### config.mk
export PLATFORM = sky130hd
export DESIGN_NAME = connection_timer_wheel
export DESIGN_NICKNAME = d
export VERILOG_FILES = /design/src/hw/rtl/ctw_pkg.sv /design/src/hw/rtl/connection_timer_wheel.sv /design/src/hw/rtl/ctw_ram.sv /design/src/hw/rtl/ctw_front.sv /design/src/hw/rtl/ctw_back.sv
export SDC_FILE = /design/constraint.sdc
export NUM_CORES = 2
export LEC_CHECK = 0
export ABC_AREA = 1
export BUFFER_PORTS_ARGS = -buffer_cell sky130_fd_sc_hd__buf_4
export CORE_MARGIN = 2
export CORE_UTILIZATION = 57
export CTS_CLUSTER_SIZE = 20
export DETAILED_ROUTE_END_ITERATION = 8
export PLACE_DENSITY = 0.81
export SYNTH_ARGS = -nofsm -noshare
export SYNTH_HDL_FRONTEND = slang
export SYNTH_SLANG_ARGS = --single-unit
### constraint.sdc
create_clock -name clk -period 4.3 [get_ports clk]
set_input_delay 0.215 -clock clk [delete_from_list [all_inputs] [get_ports clk]]
set_output_delay 0.215 -clock clk [all_outputs]
set_load 0.05 [all_outputs]
### src/hw/rtl/ctw_pkg.sv
package ctw_pkg;

  localparam logic [1:0] OP_ADD    = 2'd0;
  localparam logic [1:0] OP_REARM  = 2'd1;
  localparam logic [1:0] OP_REMOVE = 2'd2;
  localparam logic [1:0] OP_TICK   = 2'd3;

  localparam logic [2:0] CMD_NOP    = 3'd0;
  localparam logic [2:0] CMD_ADD    = 3'd1;
  localparam logic [2:0] CMD_REARM  = 3'd2;
  localparam logic [2:0] CMD_REMOVE = 3'd3;
  localparam logic [2:0] CMD_TICK   = 3'd4;

  localparam logic KIND_TIMEOUT = 1'b0;
  localparam logic KIND_DONE    = 1'b1;

  localparam int MAX_TIMEOUTS = 32;

  typedef struct packed {
    logic [2:0]         code;
    logic [4:0]         idx;
    logic signed [16:0] timeout;
    logic [31:0]        now;
  } ctw_cmd_t;

  typedef struct packed {
    logic     valid;
    ctw_cmd_t cmd;
  } ctw_q_t;

endpackage

### src/hw/rtl/connection_timer_wheel.sv
// Channel   Signals                                         Handshake
// request   op conn_index timeout_seconds now_seconds       req_valid / req_stall
// response  kind expired_index last                         rsp_valid / rsp_stall
//
// Add, rearm and remove pass through an execute and a done state; a tick walks
// n slots (at most WHEEL_SLOTS), with one read-then-update pass over the
// connection RAM per slot.
// Synchronous active-high reset clears the valid bits, slot pointer and time.
// A two-entry command queue keeps taking requests while the wheel walks until
// both entries are full; a stalled response holds the walk at the next timeout.
module connection_timer_wheel #(
  parameter int WHEEL_SLOTS = 32,
  parameter int MAX_CONNS   = 32
) (
  input  logic               clk,
  input  logic               rst,
  input  logic               req_valid,
  output logic               req_stall,
  input  logic [1:0]         op,
  input  logic [4:0]         conn_index,
  input  logic signed [16:0] timeout_seconds,
  input  logic [31:0]        now_seconds,
  output logic               rsp_valid,
  input  logic               rsp_stall,
  output logic               kind,
  output logic [4:0]         expired_index,
  output logic               last
);
  import ctw_pkg::*;

  ctw_q_t q_head;
  logic   q_pop;

  ctw_front #(.MAX_CONNS(MAX_CONNS)) u_front (
    .clk             (clk),
    .rst             (rst),
    .req_valid       (req_valid),
    .req_stall       (req_stall),
    .op              (op),
    .conn_index      (conn_index),
    .timeout_seconds (timeout_seconds),
    .now_seconds     (now_seconds),
    .q_head          (q_head),
    .q_pop           (q_pop)
  );

  ctw_back #(.WHEEL_SLOTS(WHEEL_SLOTS), .MAX_CONNS(MAX_CONNS)) u_back (
    .clk           (clk),
    .rst           (rst),
    .q_head        (q_head),
    .q_pop         (q_pop),
    .rsp_valid     (rsp_valid),
    .rsp_stall     (rsp_stall),
    .kind          (kind),
    .expired_index (expired_index),
    .last          (last)
  );

endmodule

### src/hw/rtl/ctw_ram.sv
module ctw_ram #(
  parameter int WIDTH = 8,
  parameter int DEPTH = 32
) (
  input  logic                                    clk,
  input  logic                                    we,
  input  logic [(DEPTH > 1 ? $clog2(DEPTH) : 1)-1:0] waddr,
  input  logic [WIDTH-1:0]                        wdata,
  input  logic                                    re,
  input  logic [(DEPTH > 1 ? $clog2(DEPTH) : 1)-1:0] raddr,
  output logic [WIDTH-1:0]                        rdata
);

  logic [WIDTH-1:0] mem [DEPTH];

  always_ff @(posedge clk) begin
    if (we) begin
      mem[waddr] <= wdata;
    end
    if (re) begin
      rdata <= mem[raddr];
    end
  end

endmodule

### src/hw/rtl/ctw_front.sv
module ctw_front #(
  parameter int MAX_CONNS = 32
) (
  input  logic                clk,
  input  logic                rst,
  input  logic                req_valid,
  output logic                req_stall,
  input  logic [1:0]          op,
  input  logic [4:0]          conn_index,
  input  logic signed [16:0]  timeout_seconds,
  input  logic [31:0]         now_seconds,
  output ctw_pkg::ctw_q_t     q_head,
  input  logic                q_pop
);
  import ctw_pkg::*;

  ctw_cmd_t   slots [2];
  logic       wr_ptr;
  logic       rd_ptr;
  logic [1:0] count;
  ctw_cmd_t   cls;
  logic       push;
  logic       pop;

  always_comb begin
    cls.idx     = conn_index;
    cls.timeout = timeout_seconds;
    cls.now     = now_seconds;
    if (op == OP_TICK) begin
      cls.code = CMD_TICK;
    end else if ({2'b00, conn_index} >= 7'(MAX_CONNS)) begin
      cls.code = CMD_NOP;
    end else begin
      unique case (op)
        OP_ADD:   cls.code = CMD_ADD;
        OP_REARM: cls.code = CMD_REARM;
        default:  cls.code = CMD_REMOVE;
      endcase
    end
  end

  assign req_stall    = (count == 2'd2);
  assign push         = req_valid && !req_stall;
  assign pop          = q_pop && (count != 2'd0);
  assign q_head.valid = (count != 2'd0);
  assign q_head.cmd   = slots[rd_ptr];

  always_ff @(posedge clk) begin
    if (push) begin
      slots[wr_ptr] <= cls;
    end
    if (rst) begin
      wr_ptr <= 1'b0;
      rd_ptr <= 1'b0;
      count  <= 2'd0;
    end else begin
      if (push) begin
        wr_ptr <= !wr_ptr;
      end
      if (pop) begin
        rd_ptr <= !rd_ptr;
      end
      if (push && !pop) begin
        count <= count + 2'd1;
      end else if (pop && !push) begin
        count <= count - 2'd1;
      end
    end
  end

endmodule

### src/hw/rtl/ctw_back.sv
module ctw_back #(
  parameter int WHEEL_SLOTS = 32,
  parameter int MAX_CONNS   = 32
) (
  input  logic            clk,
  input  logic            rst,
  input  ctw_pkg::ctw_q_t q_head,
  output logic            q_pop,
  output logic            rsp_valid,
  input  logic            rsp_stall,
  output logic            kind,
  output logic [4:0]      expired_index,
  output logic            last
);
  import ctw_pkg::*;

  localparam int AW  = MAX_CONNS > 1 ? $clog2(MAX_CONNS) : 1;
  localparam int SW  = $clog2(WHEEL_SLOTS);
  localparam int SLW = $clog2(WHEEL_SLOTS + 1);
  localparam int RW  = SLW + 32 + 17;

  localparam logic [2:0] S_IDLE = 3'd0;
  localparam logic [2:0] S_EXEC = 3'd1;
  localparam logic [2:0] S_RD   = 3'd2;
  localparam logic [2:0] S_PROC = 3'd3;
  localparam logic [2:0] S_DONE = 3'd4;

  logic [2:0]           state;
  ctw_cmd_t             cmd;
  logic [SW-1:0]        cur;
  logic [31:0]          tnow;
  logic [MAX_CONNS-1:0] valid;
  logic [SW:0]          left;
  logic [AW-1:0]        scan;
  logic [5:0]           em_cnt;

  logic                 we;
  logic [AW-1:0]        waddr;
  logic [RW-1:0]        wdata;
  logic                 re;
  logic [RW-1:0]        rdata;

  logic [AW-1:0]        idx_a;
  logic [SLW-1:0]       rd_slot;
  logic [31:0]          rd_exp;
  logic signed [16:0]   rd_to;
  logic                 hit;
  logic                 expired;
  logic                 want_emit;
  logic                 out_free;
  logic                 advance;
  logic                 last_entry;
  logic [SW-1:0]        nr_span;
  logic [SW:0]          nr_sum;
  logic [SLW-1:0]       nr_slot;
  logic [SW:0]          rem;
  logic [31:0]          diff;
  logic [SW+1:0]        ahead_raw;
  logic [SW:0]          ahead;
  logic [SW+1:0]        run_sum;
  logic [SLW-1:0]       run_slot;
  logic [31:0]          tick_d;
  logic [SW:0]          tick_left;
  logic                 rearm_wr;

  ctw_ram #(.WIDTH(RW), .DEPTH(MAX_CONNS)) u_ram (
    .clk   (clk),
    .we    (we),
    .waddr (waddr),
    .wdata (wdata),
    .re    (re),
    .raddr (scan),
    .rdata (rdata)
  );

  always_comb begin
    idx_a   = AW'(cmd.idx);
    rd_slot = rdata[RW-1 -: SLW];
    rd_exp  = rdata[48:17];
    rd_to   = rdata[16:0];

    hit       = valid[scan] && (rd_slot == SLW'(cur));
    expired   = !rd_to[16] && (rd_exp <= tnow);
    want_emit = hit && expired && !em_cnt[5];
    out_free  = !rsp_valid || !rsp_stall;
    advance   = (state == S_PROC) && (!want_emit || out_free);
    last_entry = (scan == AW'(MAX_CONNS - 1));

    if ({1'b0, cmd.timeout} >= 18'(WHEEL_SLOTS - 1)) begin
      nr_span = SW'(WHEEL_SLOTS - 1);
    end else begin
      nr_span = cmd.timeout[SW-1:0];
    end
    nr_sum = {1'b0, cur} + {1'b0, nr_span};
    if (nr_sum >= (SW+1)'(WHEEL_SLOTS)) begin
      nr_sum = nr_sum - (SW+1)'(WHEEL_SLOTS);
    end
    nr_slot = cmd.timeout[16] ? SLW'(WHEEL_SLOTS) : SLW'(nr_sum[SW-1:0]);

    rem  = left - (SW+1)'(1);
    diff = rd_exp - tnow;
    if (diff >= 32'(WHEEL_SLOTS)) begin
      ahead_raw = (SW+2)'(WHEEL_SLOTS);
    end else begin
      ahead_raw = {1'b0, rem} + {1'b0, diff[SW:0]};
    end
    ahead = (ahead_raw >= (SW+2)'(WHEEL_SLOTS)) ? (SW+1)'(WHEEL_SLOTS) : ahead_raw[SW:0];
    run_sum = {2'b00, cur} + {1'b0, ahead};
    if (run_sum >= (SW+2)'(WHEEL_SLOTS)) begin
      run_sum = run_sum - (SW+2)'(WHEEL_SLOTS);
    end
    run_slot = rd_to[16] ? SLW'(WHEEL_SLOTS) : SLW'(run_sum[SW-1:0]);

    tick_d = cmd.now - tnow;
    if (cmd.now <= tnow) begin
      tick_left = '0;
    end else if (tick_d >= 32'(WHEEL_SLOTS)) begin
      tick_left = (SW+1)'(WHEEL_SLOTS);
    end else begin
      tick_left = tick_d[SW:0];
    end

    rearm_wr = (cmd.code == CMD_ADD) || ((cmd.code == CMD_REARM) && valid[idx_a]);

    re    = (state == S_RD);
    we    = 1'b0;
    waddr = idx_a;
    wdata = {nr_slot, tnow + {16'h0000, cmd.timeout[15:0]}, cmd.timeout};
    if (state == S_EXEC) begin
      we = rearm_wr;
    end else if (state == S_PROC) begin
      we    = hit && !expired;
      waddr = scan;
      wdata = {run_slot, rd_exp, rd_to};
    end

    q_pop = (state == S_IDLE) && q_head.valid;
  end

  always_ff @(posedge clk) begin
    if (state == S_IDLE && q_head.valid) begin
      cmd <= q_head.cmd;
    end
    if (rst) begin
      state     <= S_IDLE;
      cur       <= '0;
      tnow      <= '0;
      valid     <= '0;
      left      <= '0;
      scan      <= '0;
      em_cnt    <= '0;
      rsp_valid <= 1'b0;
    end else begin
      if (rsp_valid && !rsp_stall) begin
        rsp_valid <= 1'b0;
      end
      unique case (state)
        S_IDLE: begin
          if (q_head.valid) begin
            state <= S_EXEC;
          end
        end
        S_EXEC: begin
          state <= S_DONE;
          case (cmd.code)
            CMD_ADD:    valid[idx_a] <= 1'b1;
            CMD_REMOVE: valid[idx_a] <= 1'b0;
            CMD_TICK: begin
              tnow   <= cmd.now;
              left   <= tick_left;
              scan   <= '0;
              em_cnt <= '0;
              if (tick_left != '0) begin
                state <= S_RD;
              end
            end
            default: ;
          endcase
        end
        S_RD: begin
          state <= S_PROC;
        end
        S_PROC: begin
          if (want_emit && out_free) begin
            rsp_valid     <= 1'b1;
            kind          <= KIND_TIMEOUT;
            expired_index <= 5'(scan);
            last          <= 1'b0;
            em_cnt        <= em_cnt + 6'd1;
          end
          if (advance) begin
            state <= S_RD;
            if (last_entry) begin
              scan <= '0;
              cur  <= (cur == SW'(WHEEL_SLOTS - 1)) ? '0 : cur + SW'(1);
              left <= rem;
              if (left == (SW+1)'(1)) begin
                state <= S_DONE;
              end
            end else begin
              scan <= scan + AW'(1);
            end
          end
        end
        S_DONE: begin
          if (out_free) begin
            rsp_valid     <= 1'b1;
            kind          <= KIND_DONE;
            expired_index <= 5'd0;
            last          <= 1'b1;
            state         <= S_IDLE;
          end
        end
        default: state <= S_IDLE;
      endcase
    end
  end

endmodule

# Yosys cells after proc, flatten, opt, wreduce, memory -nomap -nowiden
# Memory sizes are Yosys's and may differ from the RTL's. A register that Yosys moved wholly into a read port is not among the register bits.
# Index checks and enable logic that the tools add are counted.
dict set report op_classes {
  addsub 14
  mux 60
  bitwise 4
  magnitude_cmp 11
  eq_ne 21
  reduce_logical 45
}
# operator count
set ops {}
lappend ops {{55-bit 2-to-1 mux} 2}
lappend ops {{32-bit by 6-bit greater-or-equal comparator with 1-bit output, second input constant} 2}
lappend ops {{32-bit less-or-equal comparator} 2}
lappend ops {{32-bit one-hot mux with 2 select lines} 1}
lappend ops {{32-bit subtractor} 2}
lappend ops {{6-bit 2-to-1 mux} 10}
lappend ops {{5-bit 2-to-1 mux} 11}
lappend ops {{32-bit by 16-bit adder with 32-bit output} 1}
lappend ops {{32-bit bitwise AND} 1}
lappend ops {{32-bit inverter} 1}
lappend ops {{32-bit bitwise OR} 1}
lappend ops {{3-bit 2-to-1 mux} 8}
lappend ops {{6-bit one-hot mux with 2 select lines} 2}
lappend ops {{5-bit one-hot mux with 2 select lines} 2}
lappend ops {{17-bit by 5-bit greater-or-equal comparator with 1-bit output, second input constant} 1}
lappend ops {{1-bit logical AND} 15}
lappend ops {{3-bit one-hot mux with 5 select lines} 1}
lappend ops {{7-bit by 6-bit greater-or-equal comparator with 1-bit output, second input constant} 2}
lappend ops {{1-bit 2-to-1 mux} 14}
lappend ops {{3-bit by 2-bit equality test with 1-bit output, second input constant} 4}
lappend ops {{5-bit by 6-bit < comparator with 1-bit output, second input constant} 2}
lappend ops {{3-bit AND reduction} 4}
lappend ops {{1-bit logical NOT} 11}
lappend ops {{5-bit by 1-bit adder with 5-bit output, second input constant} 2}
lappend ops {{33 further kinds} 53}
dict set report word_totals {
  output_inout_bits 9
  ram_bits 1874
  memories 2
  wordCells 170
  reg_bits 100
  in_bits 60
}
# name words word_bits rd rd_ports_with_merged_regs wr line
set memory_table {}
lappend memory_table {u_back.u_ram.mem 32 55 1 1 1 ctw_ram.sv:14} ;# logic [WIDTH-1:0] mem [DEPTH];
lappend memory_table {u_front.slots 2 57 1 1 1 ctw_front.sv:17} ;# ctw_cmd_t slots [2];

# Logic depth before layout (Yosys ltp)
dict set report logic_depth {
  word_depth 11
  depth_mapped 32
  mapped_depth_nobuf 32
}

# Hierarchy
# From an unflattened synthesis, not the netlist that was laid out.
dict set report hier_totals {
  hier_cells 8357
  hier_area_um2 90646.9
}
# module area_each_um2 cells_per_inst n_inst
set modules_own_cells {}
lappend modules_own_cells {ctw_ram 72525.8 6040 1}
lappend modules_own_cells {ctw_back 13611.8 2098 1}
lappend modules_own_cells {ctw_front 4509.3 219 1}

# Worst setup path after synthesis
# Ideal clock, no wire load.
dict set report synth_timing {
  path_kind {reg-to-reg}
  startpoint {register u_back.u_ram.rdata[17], read port of u_back.u_ram.mem}
  endpoint {memory u_back.u_ram.mem[0][16] (netlist name), enable pin}
  setup_ns 0.433
  n_path_buf 0
  slack_ns -0.223
  path_stages_with_launch 17
  arrival_time_ns 4.090
  cell_sequence {edfxtp_1 > inv_1 > ha_1 > fa_1 > inv_1 > nand3_1 > nand2_1 > a21oi_4 > o21ai_2 > nand2_1 > nand2_1 > nand2_1 > nand4_1 > a21oi_4 > o31ai_2 > nand3_2 > nor2_1}
}
dict set report synth_via {
  elab_chain_len 8
}
# item line
set synth_lines {}
lappend synth_lines {{start, declared} ctw_ram.sv:11} ;# output logic [WIDTH-1:0] rdata
lappend synth_lines {{32-bit less-or-equal comparator} ctw_back.sv:83} ;# expired = !rd_to[16] && (rd_exp <= tnow);
lappend synth_lines {{1-bit logical AND} ctw_back.sv:83}
lappend synth_lines {{1-bit logical NOT} ctw_back.sv:132} ;# we = hit && !expired;
lappend synth_lines {{1-bit logical AND} ctw_back.sv:132}
lappend synth_lines {{1-bit 2-to-1 mux} ctw_back.sv:131} ;# end else if (state == S_PROC) begin
lappend synth_lines {{1-bit 2-to-1 mux} ctw_back.sv:129} ;# if (state == S_EXEC) begin
lappend synth_lines {{1-bit 2-to-1 mux} ctw_ram.sv:17} ;# if (we) begin
lappend synth_lines {{1-bit 2-to-1 mux (not written as such)} ctw_ram.sv:18} ;# mem[waddr] <= wdata;
lappend synth_lines {{end, declared} ctw_ram.sv:14}
# No other way between the ends.

# Final worst setup path
dict set report layout_timing {
  startpoint {register u_back.u_ram.rdata[17], read port of u_back.u_ram.mem}
  endpoint {memory u_back.u_ram.mem[6][53] (netlist name) (data pin)}
}
dict set report layout_via {
  elab_chain_len 11
}
# item line
set layout_lines {}
lappend layout_lines {{32-bit subtractor *} ctw_back.sv:101} ;# diff = rd_exp - tnow;
lappend layout_lines {{32-bit by 6-bit greater-or-equal comparator with 1-bit output / 6-bit by 6-bit adder with 7-bit output (equally long branches)} {ctw_back.sv:102, ctw_back.sv:105}}
lappend layout_lines {{7-bit 2-to-1 mux *} ctw_back.sv:102} ;# if (diff >= 32'(WHEEL_SLOTS)) begin
lappend layout_lines {{7-bit by 6-bit greater-or-equal comparator with 1-bit output} ctw_back.sv:107} ;# ahead = (ahead_raw >= (SW+2)'(WHEEL_SLOTS)) ? (SW+1)'(WHEEL_SLOTS) : ahead_raw[SW:0];
lappend layout_lines {{6-bit 2-to-1 mux *} ctw_back.sv:107}
lappend layout_lines {{5-bit by 6-bit adder with 7-bit output *} ctw_back.sv:108} ;# run_sum = {2'b00, cur} + {1'b0, ahead};
lappend layout_lines {{7-bit by 6-bit greater-or-equal comparator with 1-bit output / 5-bit by 1-bit subtractor with 5-bit output (equally long branches)} {ctw_back.sv:109, ctw_back.sv:110}}
lappend layout_lines {{5-bit 2-to-1 mux *} ctw_back.sv:109} ;# if (run_sum >= (SW+2)'(WHEEL_SLOTS)) begin
lappend layout_lines {{6-bit 2-to-1 mux *} ctw_back.sv:112} ;# run_slot = rd_to[16] ? SLW'(WHEEL_SLOTS) : SLW'(run_sum[SW-1:0]);
lappend layout_lines {{55-bit 2-to-1 mux *} ctw_back.sv:131}
lappend layout_lines {{55-bit 2-to-1 mux *} ctw_back.sv:129}
lappend layout_lines {{via u_back.u_ram.wdata[53]} ctw_ram.sv:8} ;# input logic [WIDTH-1:0] wdata,
# Mark *: on every way through the listed nets, which the timed path passes. The rest lies on a longest branch.

==> metrics <==
Max-Cap Viols 1; post-synthesis sequential area ratio 0.685; grt met3 use 0.0734; Remaining Overflow, GRT 0; register clock-pin slew on the reported worst setup and hold paths about 0.06 ns; layout overhead on the synthesized area 16.0%; RR Startpoint u_back.u_ram.rdata[17]$_DFFE_PN_; initial antenna violation count 11; PwrDens 553 nW/um^2; pin slew with the least headroom to its limit approximately 1.5 ns; fin crit share 1.01; Worst path slowest cell fa_2; share of cells above drive strength 1 0.129; most numerous cell in the Yosys netlist edfxtp_1; nets 6100; DRT Wirelength 193000 um; clk buf depth 3; Wirelength per Cell roughly 26 um; Core Region about 110000 um^2; Comb pwr share 0.230; clk_lat worst skew just under 0.8 ns; H-tree lvl count 4; Clock Sink Count ~1.5k; CP dominant cell by count inv_2; Seq pwr share 0.456; WHS Path Cells 3; vias in the first global route ~47k; run status complete, but fails checks; M2 GR Usage 0.508; FF-to-FF End u_back.u_ram.mem[6][53]$_DFFE_PP_; setup violators final 32; share of the synthesized area in the top cell type 0.657; Detailed Place HPWL around 110000 um; starting density of the core 0.573; Worst Path Required 4.82 ns; vias between 40k and 50k; Hold Fails Final Rpt 0; Root Buffer clkbuf_16; leading area contributor after synthesis edfxtp_1; vias per inst between 6 and 7; Setup crit start kind flip-flop; TritonCTS buffer count 153; Int Pwr between 20 and 30 mW; Port Buffers a little under 70; worst-path fanout max 8; setup tns final -0.730 ns; Fmax achieved 0.230 GHz; maximum VDD drop 452 uV; Hold Crit Start req_valid; synthesized cell area between 60000 and 70000 um^2; hold crit path type in -> reg; syn_nets roughly 6k; R2R depth 30; number of synthesized flops with an enable pin 1431; most common flop cell mapped by yosys edfxtp_1; syn_area_per_cell 11.6 um^2; sw frac 0.313; global-route wire length before repair roughly 280000 um; antenna viol nets, final 0; Die Area ~120000 um^2; RSZ-0062 raised after global routing yes; Rows around 120; GRT Total Usage 0.323; Clk pwr share 0.313; synth warn 0; crit end category flip-flop; DRT iter0 DRCs 7414; TritonRoute pass-1 iters 8; Worst Path Arrival about 4.9 ns; Mapped Cells between 5k and 6k; violated checks capacitance limit, slew limit, setup timing; routability cong. ~0.95; Pwr Total between 40 and 50 mW; leakage power total around 27 nW; Crit path largest cell delay roughly 0.37 ns; largest net degree at the start of global routing 214; Top Usage Layer GRT met2; Async SR Flop Fraction 0; number of synthesized register bits 1525; Die W 343 um; Max-slew headroom -0.00740; final core occ 0.665; post-synthesis cell type count 56; drt drc 0; Psw 13.1 mW; max-slew violation count 1; chip height approximately 340 um; Post-synth top cells 1431 x edfxtp_1, 911 x nor2_1, 796 x o21ai_0; flop-to-flop setup slack -0.04 ns; largest cells by area after synthesis edfxtp_1 66%, o21ai_0 6.1%, nor2_1 5.2%, nand2_1 4.0%, o221ai_1 3.1%; CTS tree built; met1 capacity usage during global routing 0.427; critical path class reg -> reg; Setup WS post-layout -0.0409 ns; Worst Hold End u_front.slots[1][50]$_DFFE_PP_; io pins a little under 70; Layout Skew slightly below 0.03 ns; fin crit period ~4.3 ns
metrics by stage:
step                      area (um^2)  worst slack (ns)  std cells  hold slack (ns)
after detailed placement        69900            -0.238       7209            0.403
after global routing            75900            -0.275       7556           0.0629
after global placement          69900            -0.205       7209            0.400
after CTS                       75600           -0.0620       7547           0.0302
after floorplan                 65500            -0.223       5656            0.314
final                           75900           -0.0409       7558           0.0665
sequential cells by signal, indices dropped and copies added, names as in the netlist, named ones only:
signal,flops
u_back.u_ram.mem,1216
u_front.slots,114
u_back.cmd,52
u_back.u_ram.rdata,38
u_back.tnow,32
u_back.em_cnt,6
u_back.left,6
u_back.cur,5
u_back.expired_index,5
u_back.idx_a,5
u_back.scan,5
u_back.state,3
u_front.count,2
u_back.kind,1
u_back.rsp_valid,1
u_front.rd_ptr,1
u_front.wr_ptr,1
repair_timing:
item,in CTS,in global routing
hold buffers,60,0
pin swaps,14,28
endpoints found under the hold margin,122,0
setup endpoints to repair,64,193
gates cloned,2,1
resized for setup,36,41
setup buffers,7,8
critical path: cells and delay by family (launching register included):
kind	cells	cell delay [ns]
simple gates	14	1.50
fa+ha+maj	4	0.86
buf+inv	7	0.73
flops	1	0.34
compound gates	3	0.33
xor+xnor	2	0.32
worst max path at each step:
| stage | slack (ns) | depth (start not counted) | startpoint | end |
|---|---|---|---|---|
| detailed placement | -0.24 | 33 | u_back.u_ram.rdata[17]$_DFFE_PN_ | u_back.u_ram.mem[28][53]$_DFFE_PP_ |
| global route | -0.28 | 31 | u_back.u_ram.rdata[17]$_DFFE_PN_ | u_back.u_ram.mem[20][53]$_DFFE_PP_ |
| global placement | -0.20 | 27 | u_back.u_ram.rdata[17]$_DFFE_PN_ | u_back.u_ram.mem[28][53]$_DFFE_PP_ |
| floorplan | -0.22 | 16 | u_back.u_ram.rdata[17]$_DFFE_PN_ | u_back.u_ram.mem[0][16]$_DFFE_PP_ |
| finish | -0.04 | 30 | u_back.u_ram.rdata[17]$_DFFE_PN_ | u_back.u_ram.mem[6][53]$_DFFE_PP_ |
| CTS | -0.06 | 28 | u_back.u_ram.rdata[18]$_DFFE_PN_ | u_back.u_ram.mem[28][53]$_DFFE_PP_ |
power groups by stage:
stage	Clock, mW	Combinational [mW]	Sequential (mW)
2_1_floorplan	0	5.56	19.3
6_report	13.1	9.66	19.1
3_3_place_gp	0	8.90	19.4
3_5_place_dp	0	9.13	19.4
5_1_grt	13.8	10.5	19.2
4_1_cts	13.2	9.34	19.1
cells by family after synthesis:
logic type / Yosys count / synth area share
compound gates: 1434 / 0.131
flops: 1525 / 0.685
xor+xnor: 58 / 0.00776
fa+ha+maj: 110 / 0.0217
simple gates: 1905 / 0.118
buf+inv: 624 / 0.0364
metal layers:
| metal | wire length (um) | vias up |
|---|---|---|
| li1 | - | 21100 |
| met1 | 69500 | 23400 |
| met2 | 90200 | 3405 |
| met3 | 23400 | 680 |
| met4 | 10100 | 16 |
| met5 | 113 | - |
cell usage in the layout, fill, tap and decap left out, types with 7 or more instances in the layout:
cell / netlist / final
a21o_1: 9 / 9
a21oi_1: 156 / 148
a21oi_2: 6 / 14
a31oi_1: 52 / 44
a31oi_2: 0 / 7
a32oi_1: 36 / 36
buf_12: 0 / 56
buf_4: 1 / 307
bufinv_16: 0 / 10
clkbuf_1: 262 / 40
clkbuf_16: 0 / 160
clkinv_1: 3 / 26
clkinv_2: 0 / 17
dfxtp_1: 94 / 88
dlygate4sd3_1: 0 / 60
edfxtp_1: 1431 / 1431
ha_1: 104 / 98
inv_1: 291 / 281
inv_2: 20 / 26
nand2_1: 692 / 677
nand2_2: 15 / 26
nand3_1: 164 / 158
nand3_2: 6 / 11
nand3b_1: 16 / 16
nand4_1: 25 / 25
nor2_1: 911 / 867
nor2_2: 8 / 13
nor2_4: 2 / 41
nor3_1: 41 / 40
nor4_1: 12 / 11
o211ai_1: 7 / 7
o21ai_0: 796 / 774
o21ai_1: 21 / 23
o21ai_2: 4 / 24
o221ai_1: 235 / 235
o22ai_1: 82 / 80
xnor2_1: 25 / 24
xor2_1: 33 / 33
layout make-up:
class,count,area [um^2]
diodes,2,5.00
clock buffers,203,4180
clock inverters,66,722
fillers,7934,38300
inverters,314,1200
multi-input cells,3507,18900
flip-flops and latches,1525,44900
well taps,1512,1890
repair buffers,429,4140
No activity file was read; power rests on OpenSTA's default activity.
